$ cat src/tqsa_pkg.sv
package tqsa_pkg;

    localparam logic [2:0] CMD_ENQ_ONE   = 3'd0;
    localparam logic [2:0] CMD_ENQ_TWO   = 3'd1;
    localparam logic [2:0] CMD_DEQ_ONE   = 3'd2;
    localparam logic [2:0] CMD_DEQ_TWO   = 3'd3;
    localparam logic [2:0] CMD_READ_ONE  = 3'd4;
    localparam logic [2:0] CMD_READ_TWO  = 3'd5;

    localparam logic [1:0] STAT_OK    = 2'd0;
    localparam logic [1:0] STAT_OVER  = 2'd1;
    localparam logic [1:0] STAT_UNDER = 2'd2;
    localparam logic [1:0] STAT_EMPTY = 2'd3;

    localparam int unsigned DATA_W = 32;

    // front queue between classifier and executor
    localparam int unsigned QUEUE_DEPTH = 2;
    localparam int unsigned QUEUE_PW    = 1;
    localparam int unsigned QUEUE_CW    = 2;

    typedef enum logic [2:0] {
        OP_ENQ_ONE,
        OP_ENQ_TWO,
        OP_DEQ_ONE,
        OP_DEQ_TWO,
        OP_READ_ONE,
        OP_READ_TWO
    } op_t;

    typedef enum logic [0:0] {
        ST_RUN,
        ST_READ
    } back_state_t;

    typedef struct packed {
        logic [2:0]               command;
        logic signed [DATA_W-1:0] value;
    } in_item_t;

    typedef struct packed {
        logic signed [DATA_W-1:0] data;
        logic [1:0]               status;
        logic                     last;
    } out_item_t;

    typedef struct packed {
        op_t               op;
        logic [DATA_W-1:0] value;
    } job_t;

endpackage

$ cat src/tqsa_ram.sv
module tqsa_ram #(
    parameter int WIDTH = 32,
    parameter int DEPTH = 16
) (
    input  logic                     clk,
    input  logic                     we,
    input  logic [$clog2(DEPTH)-1:0] waddr,
    input  logic [WIDTH-1:0]         wdata,
    input  logic [$clog2(DEPTH)-1:0] raddr,
    output logic [WIDTH-1:0]         rdata
);

    logic [WIDTH-1:0] mem [DEPTH];

    always_ff @(posedge clk)
    begin
        if (we)
        begin
            mem[waddr] <= wdata;
        end
        rdata <= mem[raddr];
    end

endmodule

$ cat src/tqsa_front.sv
module tqsa_front (
    input  logic              clk,
    input  logic              rst_n,
    input  logic              start,
    output logic              busy,
    input  tqsa_pkg::in_item_t item,
    output logic              job_valid,
    output tqsa_pkg::job_t    job,
    input  logic              job_pop
);

    tqsa_pkg::job_t                  entry_reg [tqsa_pkg::QUEUE_DEPTH];
    logic [tqsa_pkg::QUEUE_PW-1:0]   wr_ptr_reg, wr_ptr_next;
    logic [tqsa_pkg::QUEUE_PW-1:0]   rd_ptr_reg, rd_ptr_next;
    logic [tqsa_pkg::QUEUE_CW-1:0]   count_reg, count_next;
    tqsa_pkg::job_t                  job_next;
    logic                            cmd_known;
    logic                            push;
    logic                            pop;

    // classify the incoming transaction
    always_comb
    begin
        cmd_known      = 1'b1;
        job_next.value = item.value;
        job_next.op    = tqsa_pkg::OP_ENQ_ONE;
        unique case (item.command)
            tqsa_pkg::CMD_ENQ_ONE:  job_next.op = tqsa_pkg::OP_ENQ_ONE;
            tqsa_pkg::CMD_ENQ_TWO:  job_next.op = tqsa_pkg::OP_ENQ_TWO;
            tqsa_pkg::CMD_DEQ_ONE:  job_next.op = tqsa_pkg::OP_DEQ_ONE;
            tqsa_pkg::CMD_DEQ_TWO:  job_next.op = tqsa_pkg::OP_DEQ_TWO;
            tqsa_pkg::CMD_READ_ONE: job_next.op = tqsa_pkg::OP_READ_ONE;
            tqsa_pkg::CMD_READ_TWO: job_next.op = tqsa_pkg::OP_READ_TWO;
            default:                cmd_known   = 1'b0;
        endcase
    end

    assign busy      = (count_reg == tqsa_pkg::QUEUE_CW'(tqsa_pkg::QUEUE_DEPTH));
    assign push      = start && !busy && cmd_known;
    assign job_valid = (count_reg != '0);
    assign pop       = job_pop && job_valid;
    assign job       = entry_reg[rd_ptr_reg];

    always_comb
    begin
        wr_ptr_next = push ? wr_ptr_reg + tqsa_pkg::QUEUE_PW'(1) : wr_ptr_reg;
        rd_ptr_next = pop ? rd_ptr_reg + tqsa_pkg::QUEUE_PW'(1) : rd_ptr_reg;
        count_next  = count_reg;
        if (push && !pop)
        begin
            count_next = count_reg + tqsa_pkg::QUEUE_CW'(1);
        end
        else if (pop && !push)
        begin
            count_next = count_reg - tqsa_pkg::QUEUE_CW'(1);
        end
    end

    always_ff @(posedge clk or negedge rst_n)
    begin
        if (!rst_n)
        begin
            wr_ptr_reg <= '0;
            rd_ptr_reg <= '0;
            count_reg  <= '0;
        end
        else
        begin
            wr_ptr_reg <= wr_ptr_next;
            rd_ptr_reg <= rd_ptr_next;
            count_reg  <= count_next;
        end
    end

    always_ff @(posedge clk)
    begin
        if (push)
        begin
            entry_reg[wr_ptr_reg] <= job_next;
        end
    end

endmodule

$ cat src/tqsa_back.sv
module tqsa_back #(
    parameter int DEPTH = 16
) (
    input  logic               clk,
    input  logic               rst_n,
    input  logic               job_valid,
    input  tqsa_pkg::job_t     job,
    output logic               job_pop,
    output logic               strobe,
    output tqsa_pkg::out_item_t result
);

    localparam int AW = $clog2(DEPTH);
    localparam int PW = $clog2(DEPTH + 1);
    localparam logic [PW-1:0] TOP = PW'(DEPTH);

    tqsa_pkg::back_state_t state_reg, state_next;
    logic [PW-1:0] h1_reg, h1_next, t1_reg, t1_next;
    logic [PW-1:0] h2_reg, h2_next, t2_reg, t2_next;
    logic [AW-1:0] idx_reg, idx_next;
    logic          which_reg, which_next;
    logic          out_valid_reg, out_valid_next;
    logic [1:0]    out_status_reg, out_status_next;
    logic          out_last_reg, out_last_next;
    logic          out_ram_reg, out_ram_next;

    logic                        we;
    logic [AW-1:0]               waddr;
    logic [AW-1:0]               raddr;
    logic [tqsa_pkg::DATA_W-1:0] rdata;

    logic [PW-1:0] h1_inc, h2_dec, h2_dec2, t2_dec, idx_wide, idx_inc;
    logic          full;

    assign h1_inc   = h1_reg + PW'(1);
    assign h2_dec   = h2_reg - PW'(1);
    assign h2_dec2  = h2_reg - PW'(2);
    assign t2_dec   = t2_reg - PW'(1);
    assign idx_wide = PW'(idx_reg);
    assign idx_inc  = idx_wide + PW'(1);
    assign full     = (t1_reg == t2_reg);

    tqsa_ram #(
        .WIDTH(tqsa_pkg::DATA_W),
        .DEPTH(DEPTH)
    ) u_ram (
        .clk  (clk),
        .we   (we),
        .waddr(waddr),
        .wdata(job.value),
        .raddr(raddr),
        .rdata(rdata)
    );

    always_comb
    begin
        state_next      = state_reg;
        h1_next         = h1_reg;
        t1_next         = t1_reg;
        h2_next         = h2_reg;
        t2_next         = t2_reg;
        idx_next        = idx_reg;
        which_next      = which_reg;
        out_valid_next  = 1'b0;
        out_status_next = tqsa_pkg::STAT_OK;
        out_last_next   = 1'b1;
        out_ram_next    = 1'b0;
        we              = 1'b0;
        waddr           = t1_reg[AW-1:0];
        raddr           = idx_reg;
        job_pop         = 1'b0;
        unique case (state_reg)
            tqsa_pkg::ST_RUN:
            begin
                if (job_valid)
                begin
                    job_pop        = 1'b1;
                    out_valid_next = 1'b1;
                    unique case (job.op)
                        tqsa_pkg::OP_ENQ_ONE:
                        begin
                            if (full)
                            begin
                                out_status_next = tqsa_pkg::STAT_OVER;
                            end
                            else
                            begin
                                we      = 1'b1;
                                waddr   = t1_reg[AW-1:0];
                                t1_next = t1_reg + PW'(1);
                            end
                        end
                        tqsa_pkg::OP_ENQ_TWO:
                        begin
                            if (full)
                            begin
                                out_status_next = tqsa_pkg::STAT_OVER;
                            end
                            else
                            begin
                                we      = 1'b1;
                                waddr   = t2_dec[AW-1:0];
                                t2_next = t2_dec;
                            end
                        end
                        tqsa_pkg::OP_DEQ_ONE:
                        begin
                            if (h1_reg == t1_reg)
                            begin
                                out_status_next = tqsa_pkg::STAT_UNDER;
                            end
                            else
                            begin
                                raddr        = h1_reg[AW-1:0];
                                out_ram_next = 1'b1;
                                if (h1_inc == t1_reg)
                                begin
                                    h1_next = '0;
                                    t1_next = '0;
                                end
                                else
                                begin
                                    h1_next = h1_inc;
                                end
                            end
                        end
                        tqsa_pkg::OP_DEQ_TWO:
                        begin
                            if (h2_reg == t2_reg)
                            begin
                                out_status_next = tqsa_pkg::STAT_UNDER;
                            end
                            else
                            begin
                                raddr        = h2_dec[AW-1:0];
                                out_ram_next = 1'b1;
                                if (h2_dec == t2_reg)
                                begin
                                    h2_next = TOP;
                                    t2_next = TOP;
                                end
                                else
                                begin
                                    h2_next = h2_dec;
                                end
                            end
                        end
                        tqsa_pkg::OP_READ_ONE:
                        begin
                            if (h1_reg == t1_reg)
                            begin
                                out_status_next = tqsa_pkg::STAT_EMPTY;
                            end
                            else
                            begin
                                raddr         = h1_reg[AW-1:0];
                                out_ram_next  = 1'b1;
                                out_last_next = (h1_inc == t1_reg);
                                if (h1_inc != t1_reg)
                                begin
                                    state_next = tqsa_pkg::ST_READ;
                                    idx_next   = h1_inc[AW-1:0];
                                    which_next = 1'b0;
                                end
                            end
                        end
                        tqsa_pkg::OP_READ_TWO:
                        begin
                            if (h2_reg == t2_reg)
                            begin
                                out_status_next = tqsa_pkg::STAT_EMPTY;
                            end
                            else
                            begin
                                raddr         = h2_dec[AW-1:0];
                                out_ram_next  = 1'b1;
                                out_last_next = (h2_dec == t2_reg);
                                if (h2_dec != t2_reg)
                                begin
                                    state_next = tqsa_pkg::ST_READ;
                                    idx_next   = h2_dec2[AW-1:0];
                                    which_next = 1'b1;
                                end
                            end
                        end
                        default:
                        begin
                            out_valid_next = 1'b0;
                        end
                    endcase
                end
            end
            tqsa_pkg::ST_READ:
            begin
                raddr          = idx_reg;
                out_valid_next = 1'b1;
                out_ram_next   = 1'b1;
                out_last_next  = which_reg ? (idx_wide == t2_reg) : (idx_inc == t1_reg);
                if (out_last_next)
                begin
                    state_next = tqsa_pkg::ST_RUN;
                end
                else if (which_reg)
                begin
                    idx_next = idx_reg - AW'(1);
                end
                else
                begin
                    idx_next = idx_reg + AW'(1);
                end
            end
            default:
            begin
                state_next = tqsa_pkg::ST_RUN;
            end
        endcase
    end

    always_ff @(posedge clk or negedge rst_n)
    begin
        if (!rst_n)
        begin
            state_reg     <= tqsa_pkg::ST_RUN;
            h1_reg        <= '0;
            t1_reg        <= '0;
            h2_reg        <= TOP;
            t2_reg        <= TOP;
            out_valid_reg <= 1'b0;
        end
        else
        begin
            state_reg     <= state_next;
            h1_reg        <= h1_next;
            t1_reg        <= t1_next;
            h2_reg        <= h2_next;
            t2_reg        <= t2_next;
            out_valid_reg <= out_valid_next;
        end
    end

    always_ff @(posedge clk)
    begin
        idx_reg        <= idx_next;
        which_reg      <= which_next;
        out_status_reg <= out_status_next;
        out_last_reg   <= out_last_next;
        out_ram_reg    <= out_ram_next;
    end

    assign strobe        = out_valid_reg;
    assign result.data   = out_ram_reg ? rdata : '0;
    assign result.status = out_status_reg;
    assign result.last   = out_last_reg;

    a_tails_ordered: assert property (@(posedge clk) disable iff (!rst_n)
        t1_reg <= t2_reg)
        else $error("queue tails crossed");

    a_heads_bounded: assert property (@(posedge clk) disable iff (!rst_n)
        (h1_reg <= t1_reg) && (t2_reg <= h2_reg) && (h2_reg <= TOP))
        else $error("queue head outside its queue");

    a_read_emits: assert property (@(posedge clk) disable iff (!rst_n)
        state_reg == tqsa_pkg::ST_READ |=> out_valid_reg && out_ram_reg)
        else $error("readout step gave no result");

    a_read_holds_ptrs: assert property (@(posedge clk) disable iff (!rst_n)
        state_reg == tqsa_pkg::ST_READ |=> $stable(t1_reg) && $stable(t2_reg)
            && $stable(h1_reg) && $stable(h2_reg))
        else $error("pointers moved during readout");

endmodule

$ cat src/two_queues_shared_array.sv
// channel   handshake                  payload
// item      start high, busy low       in_item_t  (command, value)
// result    strobe high, one cycle     out_item_t (data, status, last)
//
// enqueue and dequeue: one transaction per cycle outside readout, result registered
// readout: elements read one after another from the single ram read port
// reset: pointers return to empty, front queue empty, no clearing pass
// busy rises when the two-entry front queue is full, mostly during a long readout
// results cannot be stalled by the receiver
module two_queues_shared_array #(
    parameter int DEPTH = 16
) (
    input  logic               clk,
    input  logic               rst_n,
    input  logic               start,
    output logic               busy,
    input  tqsa_pkg::in_item_t  item,
    output logic               strobe,
    output tqsa_pkg::out_item_t result
);

    logic           job_valid;
    logic           job_pop;
    tqsa_pkg::job_t job;

    tqsa_front u_front (
        .clk      (clk),
        .rst_n    (rst_n),
        .start    (start),
        .busy     (busy),
        .item     (item),
        .job_valid(job_valid),
        .job      (job),
        .job_pop  (job_pop)
    );

    tqsa_back #(
        .DEPTH(DEPTH)
    ) u_back (
        .clk      (clk),
        .rst_n    (rst_n),
        .job_valid(job_valid),
        .job      (job),
        .job_pop  (job_pop),
        .strobe   (strobe),
        .result   (result)
    );

endmodule
$ cat config.mk
export PLATFORM = sky130hd
export DESIGN_NAME = two_queues_shared_array
export DESIGN_NICKNAME = d
export VERILOG_FILES = /design/src/tqsa_pkg.sv /design/src/tqsa_ram.sv /design/src/tqsa_front.sv /design/src/tqsa_back.sv /design/src/two_queues_shared_array.sv
export SDC_FILE = /design/constraint.sdc
export NUM_CORES = 1
export LEC_CHECK = 0
export ABC_AREA = 1
export BUFFER_PORTS_ARGS = -buffer_cell sky130_fd_sc_hd__buf_2
export CAP_MARGIN = 25
export CORE_ASPECT_RATIO = 0.8
export CORE_MARGIN = 2
export CORE_UTILIZATION = 40
export CTS_CLUSTER_SIZE = 20
export DETAILED_ROUTE_END_ITERATION = 10
export PLACE_DENSITY = 0.64
export SYNTH_ARGS = -nofsm -noshare
export SYNTH_HDL_FRONTEND = slang
export SYNTH_SLANG_ARGS = --single-unit
$ cat constraint.sdc
create_clock -name clk -period 11.7 [get_ports clk]
set_input_delay 2.34 -clock clk [delete_from_list [all_inputs] [get_ports clk]]
set_output_delay 2.34 -clock clk [all_outputs]
set_load 0.05 [all_outputs]
[Yosys cells after proc, flatten, opt, wreduce, memory -nomap -nowiden]
Memory sizes are Yosys's and may differ from the RTL's. A register that Yosys moved wholly into a read port is not among the register bits.
Index checks and enable logic that the tools add are counted.
Operators by class
  add/subtract/negate cells: 12
  equality and inequality tests: 37
  multiplexer cells: 76
  bitwise operators: 4
  reduce and logical (&&, ||, !) cells: 27
Operators with widths (number)
  $mux 4: 14
  $mux 5: 8
  $mux 32: 1
  $pmux 4 s2: 4
  $mux 1: 31
  $eq 5x5->1: 6
  $pmux 5 s2: 2
  $ne 2x2->1 const B: 8
  $pmux 1 s2: 8
  $pmux 3 s5: 1
  $reduce_and 7->1: 2
  $eq 3x2->1 const B: 4
  $eq 3x3->1 const B: 4
  $mux 2: 6
  $reduce_and 6->1: 2
  $reduce_or 6->1: 2
  $add 5x1->5 const B: 2
  $ne 5x5->1: 2
  $pmux 2 s5: 1
  $reduce_bool 2->1: 5
  $sub 5x1->5 const B: 2
  $ne 3x3->1 const B: 3
  $ne 2x1->1 const B: 4
  $reduce_and 4->1: 2
  16 further kinds: 32
Word-level totals
  flip-flop bits (word level): 35
  RAM bits: 582
  bits of input ports: 38
  output and inout port bits: 37
  word-level logic and storage cells: 172
  memories: 2
Memory list
  u_back.u_ram.mem: depth 16, width 32, read ports 1, clocked after Yosys merged registers in 1, write ports 1, RTL line tqsa_ram.sv:13  | logic [WIDTH-1:0] mem [DEPTH];
  u_front.entry_reg: depth 2, width 35, read ports 1, clocked after Yosys merged registers in 0, write ports 1, RTL line tqsa_front.sv:12  | tqsa_pkg::job_t entry_reg [tqsa_pkg::QUEUE_DEPTH];

[Depth between registers and ports, before layout]
Gate-level depths: netlist (run 1).
  depth in word-level cells: 8
  depth in mapped cells: 17
  mapped depth without buffers: 16

[Hierarchy]
A second synthesis (run 1) with hierarchy kept.
Unflattened totals
  cell total of the unflattened synthesis: 2796
  area, all modules: 28566.1 µm²
Modules (own cells, without submodules)
  tqsa_ram: instances 1, cells an instance 2120, area each 22744.3 µm², seq. area each 16015.4 µm²
  tqsa_back: instances 1, cells an instance 452, area each 2947.8 µm², seq. area each 783.3 µm²
  tqsa_front: instances 1, cells an instance 224, area each 2874.0 µm², seq. area each 2202.1 µm²

[Worst setup path before layout (run 1)]
OpenSTA, ideal clock, no wires.
  path type: input to register
  start: input port item[33] in the netlist's numbering
  end: memory u_front.entry_reg[1][0] in the netlist's numbering (enable)
  setup time: 0.429 ns
  data arrival time: 4.296 ns
  data required time: 11.271 ns
  path slack: 6.976 ns
  cell stages on the path: 5
  buffers on the path: 0
  path through: nand2_1 inv_1 nor3_1 inv_1 nor2_1
On the way
  cells in the longest elaborated chain, start to end: 6
  elaborated cells on any way between the ends: 11
  those cells by class: eq/ne: 5; mux: 3; reduce/logical: 3
Ends and longest elaborated chain
  start, declared: RTL line two_queues_shared_array.sv:17  | input tqsa_pkg::in_item_t item,
  $eq 3x1->1, or another cell as far along: RTL line tqsa_front.sv:27  | unique case (item.command)
  $reduce_or 6->1 (no source line) *
  $mux 1 *: RTL line tqsa_front.sv:27
  $logic_and 1x1->1 *: RTL line tqsa_front.sv:39  | assign push = start && !busy && cmd_known;
  via u_front.push: RTL line tqsa_front.sv:18  | logic push;
  $mux 1 *: RTL line tqsa_front.sv:77  | if (push)
  $mux 1 (not written as such) *: RTL line tqsa_front.sv:79  | entry_reg[wr_ptr_reg] <= job_next;
  end, declared: RTL line tqsa_front.sv:12
Mark *: on every way through the listed nets, which the timed path passes. The rest lies on a longest branch.

[Worst setup path after layout (run 1)]
  start: register u_front.rd_ptr_reg
  end: register u_back.u_ram.rdata[10] (read register of u_back.u_ram.mem)
On the way
  cells in the longest elaborated chain, start to end: 6
  elaborated cells on any way between the ends: 10
  those cells by class: eq/ne: 4; mux: 3; reduce/logical: 2; memory: 1
Ends and longest elaborated chain
  start, declared: RTL line tqsa_front.sv:14  | logic [tqsa_pkg::QUEUE_PW-1:0] rd_ptr_reg, rd_ptr_next;
  start signal, assigned: RTL line tqsa_front.sv:70  | rd_ptr_reg <= rd_ptr_next;
  $mem_v2 2x35 *
  $eq 3x2->1 / $eq 3x3->1 (equally long branches): RTL line tqsa_back.sv:79  | unique case (job.op)
  $reduce_or 2->1 (no source line)
  $pmux 4 s2 *: RTL line tqsa_back.sv:79
  $mux 4 *: RTL line tqsa_back.sv:75  | if (job_valid)
  $pmux 4 s2 *: RTL line tqsa_back.sv:72  | unique case (state_reg)
  end, declared: RTL line tqsa_ram.sv:10  | output logic [WIDTH-1:0] rdata
Every way passes the cells marked *; elsewhere a longest branch is shown, timed or not.
A chain may end at the register's enable or synchronous reset.

==> results of run 1 <==
==> report_power, final <==
part / switching, mW / total [mW] / internal, mW / leakage, nW
Clock: 0.878 / 2.10 / 1.23 / 1.05
Combinational: 3.38 / 4.58 / 1.21 / 6.63
Sequential: 0.198 / 3.34 / 3.14 / 5.95
==> cells in the mapped netlist, drive strengths merged <==
cell type	count
o21ai	34
dfxtp	36
fa	1
buf	123
nor3	12
a22oi	1
nor2	44
o21bai	1
a21oi	9
xor2	20
nand3	648
o22ai	8
clkbuf	17
dfstp	2
ha	10
a211oi	2
or2	3
nand4	4
dfrtp	24
xnor2	12
nand3b	64
o211ai	4
edfxtp	587
a2111oi	1
nand2	555
nor3b	3
inv	544
==> path summary, 6_finish.rpt <==
check	endpoint	depth (start not counted)	start	slack, ns
setup / recovery	u_back.u_ram.rdata[10]	14	u_front.rd_ptr_reg	5.74
hold / removal	u_front.count_reg[0]	1	u_front.count_reg[0]	0.52
setup reg to reg	u_back.u_ram.rdata[10]	14	u_front.rd_ptr_reg	5.74
hold reg to reg	u_front.count_reg[0]	1	u_front.count_reg[0]	0.52
max in group asynchronous	u_front.rd_ptr_reg	1	rst_n	9.46
min in group asynchronous	u_back.t2_reg[2]	1	rst_n	1.77
==> critical path, delay by kind of cell, from the launching register on <==
kind,cells,cell delay (ns)
buffers and inverters,3,1.56
DFF,1,1.00
and+or+nand+nor,10,2.69
AOI/OAI and AO/OA,1,0.33
==> routing by layer <==
metal / global-route usage (%) / part of all wire, % / up-vias
li1: - / - / 9214
met1: 26.4 / 43 / 9187
met2: 32.6 / 47 / 749
met3: 2.72 / 7.2 / 132
met4: 6.26 / 2.4 / 0
met5: 0 / 0 / -
==> cell families (layout without fill, tap and decap cells) <==
kind of cell	after synthesis	after routing	share of synthesized area (%)
AO/OA/AOI/OAI	60	60	1.27
XOR/XNOR	32	32	0.972
adder cells (fa/ha/maj)	11	11	0.504
buffers and inverters	684	776	9.84
flip-flops	649	649	65.9
AND/OR/NAND/NOR	1333	1333	21.5
==> stage by stage <==
stage | setup slack (ns) | std cells | util [%] | instance area, um^2 | hold WS [ns]
2_1_floorplan | 6.98 | 2769 | - | 28800 | 0.488
3_3_place_gp | 6.00 | 3680 | 41.8 | 30000 | 0.516
3_5_place_dp | 5.87 | 3681 | 41.9 | 30000 | 0.511
4_1_cts | 5.85 | 3805 | 44.9 | 32200 | 0.519
5_1_grt | 5.38 | 3806 | 44.9 | 32200 | 0.569
6_report | 5.74 | 3806 | 44.9 | 32200 | 0.518
==> area by class of cell <==
cell class / instances / area [um^2]
fillers: 6599 / 39500
flip-flops and latches: 649 / 19000
multi-input cells: 1436 / 7160
inverters: 544 / 2040
clock buffers: 100 / 1910
well taps: 945 / 1180
repair buffers: 108 / 666
clock inverters: 24 / 250
==> flow_summary_export.csv, run 1 <==
group,metric,value,unit
timing,worstMarginPinSlew,1.08,ns
clock_tree,clock-sinks,649,
power,power_density,311,nW/um^2
run_status,outcome,"complete, no violations",
route,ant_nets,0,
timing,maxSlewViolCount,0,
cells_and_area,mostFrequentLayoutCell,"nand3_1",
critical_path,crit_chain,"inv_2, nand2_1, nand2_2, inv_1, nand2_2, a21oi_4, nand3_4, nand2_8, buf_4, nand2_1, nand3_1, nand3_1, nand3_1, nand2_1",
power,ir_drop,0.306,mV
worst_hold_path,hp-class,"flop to flop",
clock_tree,postCtsSetupBuffers,0,
timing,setup_viol,0,
critical_path,endpoint_kind,"flop",
timing,period_share,51.0,%
clock_tree,clockRootBuffer,"clkbuf_16",
power,p_total,10.0,mW
timing,relSlewSlack,27.9,%
global_route,grt_overflow,0,
route,routed_wl,72.5,mm
yosys,yosysTopAreaCell,"edfxtp_1",
die,num_io_pins,75,
critical_path,crit_arrival,6.45,ns
critical_path,slowest_delay,1.03,ns
timing,finalClockSkew,0.0209,ns
die,chipWidth,304,um
clock_tree,cts_tree,"built",
critical_path,crit_required,12.19,ns
cells_and_area,nets,2855,
route,drtPass1Iterations,7,
yosys,syn_area_per_cell,10.4,um^2
die,start_util,40.2,%
yosys,syn-num-nets,2818,
power,leakage,13.6,nW
clock_tree,tritoncts.num_buffers,67,
global_route,grt_usage,19.5,%
route,viasPerCell,5.07,
die,core_area,71700,um^2
route,drtIter0Drc,1801,
timing,hold_viol_final,0,
route,drc,0,
global_route,first_global_vias,18725,
route,vias,19282,
yosys,ys_seq_area_share,65.9,%
yosys,yosys_warnings,0,
clock_tree,insertion_delay,0.61,ns
critical_path,cp_slowest_cell,"nand2_8",
global_route,antenna_found_initial,0,
yosys,yosysTopAreaCellShare,61.2,%
critical_path,crit_fanout,142,
critical_path,cp-start-kind,"flop",
yosys,synth.distinct_cells,42,
yosys,ys_top_cells_by_area,"edfxtp_1, nand3_1, nand2_1",
timing,timing.fmax,168,MHz
global_route,grt_pass1_wl,111,mm
placement,io_buffers,74,
clock_tree,cts_hold_buf,0,
global_route,grt_max_degree,143,
job,maxCapViolCount,0,
clock_tree,path_clk_slew,0.06,ns
cells_and_area,largest_register_ffs,512,
die,rows,88,
yosys,netlist_instances,2769,
timing,setup_tns,0,ns
placement,gp_congestion,0.911,
timing,rsz0062_at_grt,"false",
yosys,synthesis.area,28800,um^2
cells_and_area,final_cell_mix,"nand3_1, edfxtp_1, nand2_1",
cells_and_area,diodes,0,
clock_tree,ctsResizeCount,0,
clock_tree,clock_path_buffers,3,
timing,fin_crit,5.96,ns
route,wire_per_inst,19.0,um
clock_tree,cts_max_level,3,
cells_and_area,area_growth,11.8,%
die,die_area,74200,um^2
cells_and_area,drive_gt1_share,9.09,%
critical_path,worstSetupPathType,"flop to flop",
die,die_h,244,um
yosys,synth-seq-cells,649,
placement,dp_hpwl,37.6,mm
Note: power is estimated with default switching activity, not from simulation.
==> run 2, diff against run 1 <==
--- a/config.mk
+++ b/config.mk
@@ -13,7 +13,7 @@
 export CORE_UTILIZATION = 40
 export CTS_CLUSTER_SIZE = 20
 export DETAILED_ROUTE_END_ITERATION = 10
-export PLACE_DENSITY = 0.64
+export PLACE_DENSITY = 0.66
 export SYNTH_ARGS = -nofsm -noshare
 export SYNTH_HDL_FRONTEND = slang
 export SYNTH_SLANG_ARGS = --single-unit
==> constraint.sdc (replaced) <==
create_clock -name clk -period 4.8 [get_ports clk]
set_input_delay 0.96 -clock clk [delete_from_list [all_inputs] [get_ports clk]]
set_output_delay 0.96 -clock clk [all_outputs]
set_load 0.05 [all_outputs]
==> run 2 against run 1 <==
Against the previous run:
- combinational power rose by 150%
- non-clock buffer count rose by 12
- global-route usage barely moved
- sequential cell count did not move
- worst hold slack worse by 0.16 ns
- maximum frequency up 58%
- sequential share of layout area is essentially flat
- critical path type unchanged
==> flow_summary_export.csv, run 2 (same netlist as run 1, synthesis figures left out) <==
group,metric,value,unit
placement,gp_congestion,0.938,
timing,setup_tns,0,ns
clock_tree,cts_hold_buf,0,
critical_path,critPathCapture,"u_back.u_ram.mem[2][17]",
timing,setup_viol,0,
critical_path,cp-start-kind,"flop",
route,ant_nets,0,
timing,rsz0062_at_grt,"false",
global_route,grt_overflow,0,
die,die_area,74200,um^2
global_route,grt_pass1_wl,112,mm
route,wire_per_inst,19.2,um
worst_hold_path,hp-class,"primary input to asynchronous set/reset pin",
route,vias,19566,
timing,worstMarginPinSlew,1.02,ns
cells_and_area,final_cell_mix,"nand3_1, edfxtp_1, nand2_1",
clock_tree,clockRootBuffer,"clkbuf_16",
route,viasPerCell,5.14,
timing,finalClockSkew,0.0175,ns
clock_tree,cts_tree,"built",
critical_path,crit_chain,"inv_1, nand2_1, a21oi_1, nand3_1, nand3_1, nor2_1, inv_1, o21ai_0, nand3_1, nor2_4, buf_4",
critical_path,endpoint_kind,"flop",
critical_path,slowest_delay,0.79,ns
critical_path,crit_arrival,4.12,ns
die,die_h,244,um
timing,timing.fmax,265,MHz
timing,relSlewSlack,32.2,%
die,core_area,71700,um^2
critical_path,r2r_slack,1.02,ns
critical_path,crit_fanout,24,
clock_tree,postCtsSetupBuffers,0,
critical_path,reg2reg_from,"u_back.t1_reg[3]",
route,routed_wl,73.3,mm
critical_path,cp_slowest_cell,"nor2_4",
clock_tree,clock-sinks,649,
cells_and_area,multiInputGateArea,7150,um^2
placement,dp_hpwl,41.2,mm
power,ir_drop,0.725,mV
cells_and_area,mostFrequentLayoutCell,"nand3_1",
die,chipWidth,304,um
critical_path,crit_required,5.14,ns
cells_and_area,seqCellArea,19000,um^2
cells_and_area,diodes,0,
critical_path,cpMostUsedCell,"nand3_1",
cells_and_area,fin_cells,3808,
critical_path,crit_cells,11,
cells_and_area,drive_gt1_share,9.29,%
cells_and_area,largest_register_ffs,512,
global_route,antenna_found_initial,1,
placement,dp.cells,3693,
job,maxCapViolCount,0,
clock_tree,tritoncts.num_buffers,60,
route,drtPass1Iterations,6,
run_status,outcome,"complete, no violations",
cells_and_area,nFillCells,6599,
critical_path,cp_num_buf_inv,3,
timing,hold_viol_final,0,
clock_tree,cts_max_level,2,
clock_tree,clock_path_buffers,3,
die,rows,88,
route,drtIter0Drc,1873,
global_route,grt_usage,19.5,%
timing,maxSlewViolCount,0,
cells_and_area,nets,2860,
clock_tree,insertion_delay,0.64,ns
power,leakage,13.6,nW
critical_path,r2r_cells,11,
global_route,grt_max_degree,193,
critical_path,worstSetupPathType,"flop to flop",
global_route,first_global_vias,18403,
timing,period_share,78.7,%
critical_path,startpoint,"u_back.t1_reg[3]",
die,start_util,40.2,%
route,drc,0,
timing,fin_crit,3.78,ns
clock_tree,path_clk_slew,0.07,ns
cells_and_area,area_growth,11.8,%
critical_path,rr_endpoint,"u_back.u_ram.mem[2][17]",
clock_tree,ctsResizeCount,0,
die,num_io_pins,75,
power,power_density,753,nW/um^2
critical_path,crit_family,"simple AND/OR/NAND/NOR gates",
placement,io_buffers,74,
[run 2: cell types whose count changed in the layout (fill, tap and decap cells not counted), moves of 2 or more]
| cell | before | now |
|---|---|---|
| clkinv_1 | 8 | 3 |
| clkbuf_16 | 68 | 61 |
| buf_12 | 0 | 13 |
| clkbuf_8 | 9 | 7 |
| buf_16 | 2 | 0 |
| clkinv_4 | 1 | 3 |
| clkinv_2 | 3 | 8 |
| inv_6 | 6 | 0 |
[run 2: layout make-up]
| cell class | instances | area share [%] |
|---|---|---|
| Sequential cell | 649 | 59.0 |
| Multi-Input combinational cell | 1436 | 22.2 |
| Inverter | 544 | 6.34 |
| Clock buffer | 92 | 5.31 |
| Tap cell | 945 | 3.67 |
| Timing Repair Buffer | 120 | 2.73 |
| Clock inverter | 22 | 0.804 |
[run 2: through the flow]
step	instance area (um^2)	worst slack (ns)	utilization (%)	hold slack [ns]	power [mW]
floorplan	28800	0.329	-	0.488	16.2
global placement	30200	1.18	42.2	0.516	19.4
detailed placement	30200	1.11	42.2	0.527	19.5
CTS	32200	1.08	44.9	0.354	24.3
global route	32200	0.687	45.0	0.396	25.8
finish	32200	1.02	45.0	0.357	24.3
[run 2: power by group]
part           leakage [nW]  switching [mW]  internal [mW]  total [mW]
Sequential             5.95           0.411           7.65        8.06
Combinational          6.73            8.39           3.04        11.4
Clock                 0.954            2.11           2.68        4.79
[run 2: how the worst min path moves through the flow]
stage                    startpoint              endpoint  cells past startpoint
2_1_floorplan  u_front.count_reg[0]  u_front.count_reg[0]                      1
3_3_place_gp   u_front.count_reg[0]  u_front.count_reg[0]                      1
3_5_place_dp       u_back.h2_reg[4]      u_back.h2_reg[4]                      2
4_1_cts                       rst_n    u_front.wr_ptr_reg                      1
5_1_grt                       rst_n    u_front.wr_ptr_reg                      1
6_report                      rst_n    u_front.wr_ptr_reg                      1
[run 2: routing by layer]
layer | global-route usage, % | share of wire, % | vias up
met5 | 0 | 0 | -
met4 | 5.27 | 2.2 | 0
met3 | 2.89 | 7.2 | 105
met2 | 30.6 | 46 | 770
met1 | 28.4 | 45 | 9470
li1 | - | - | 9221
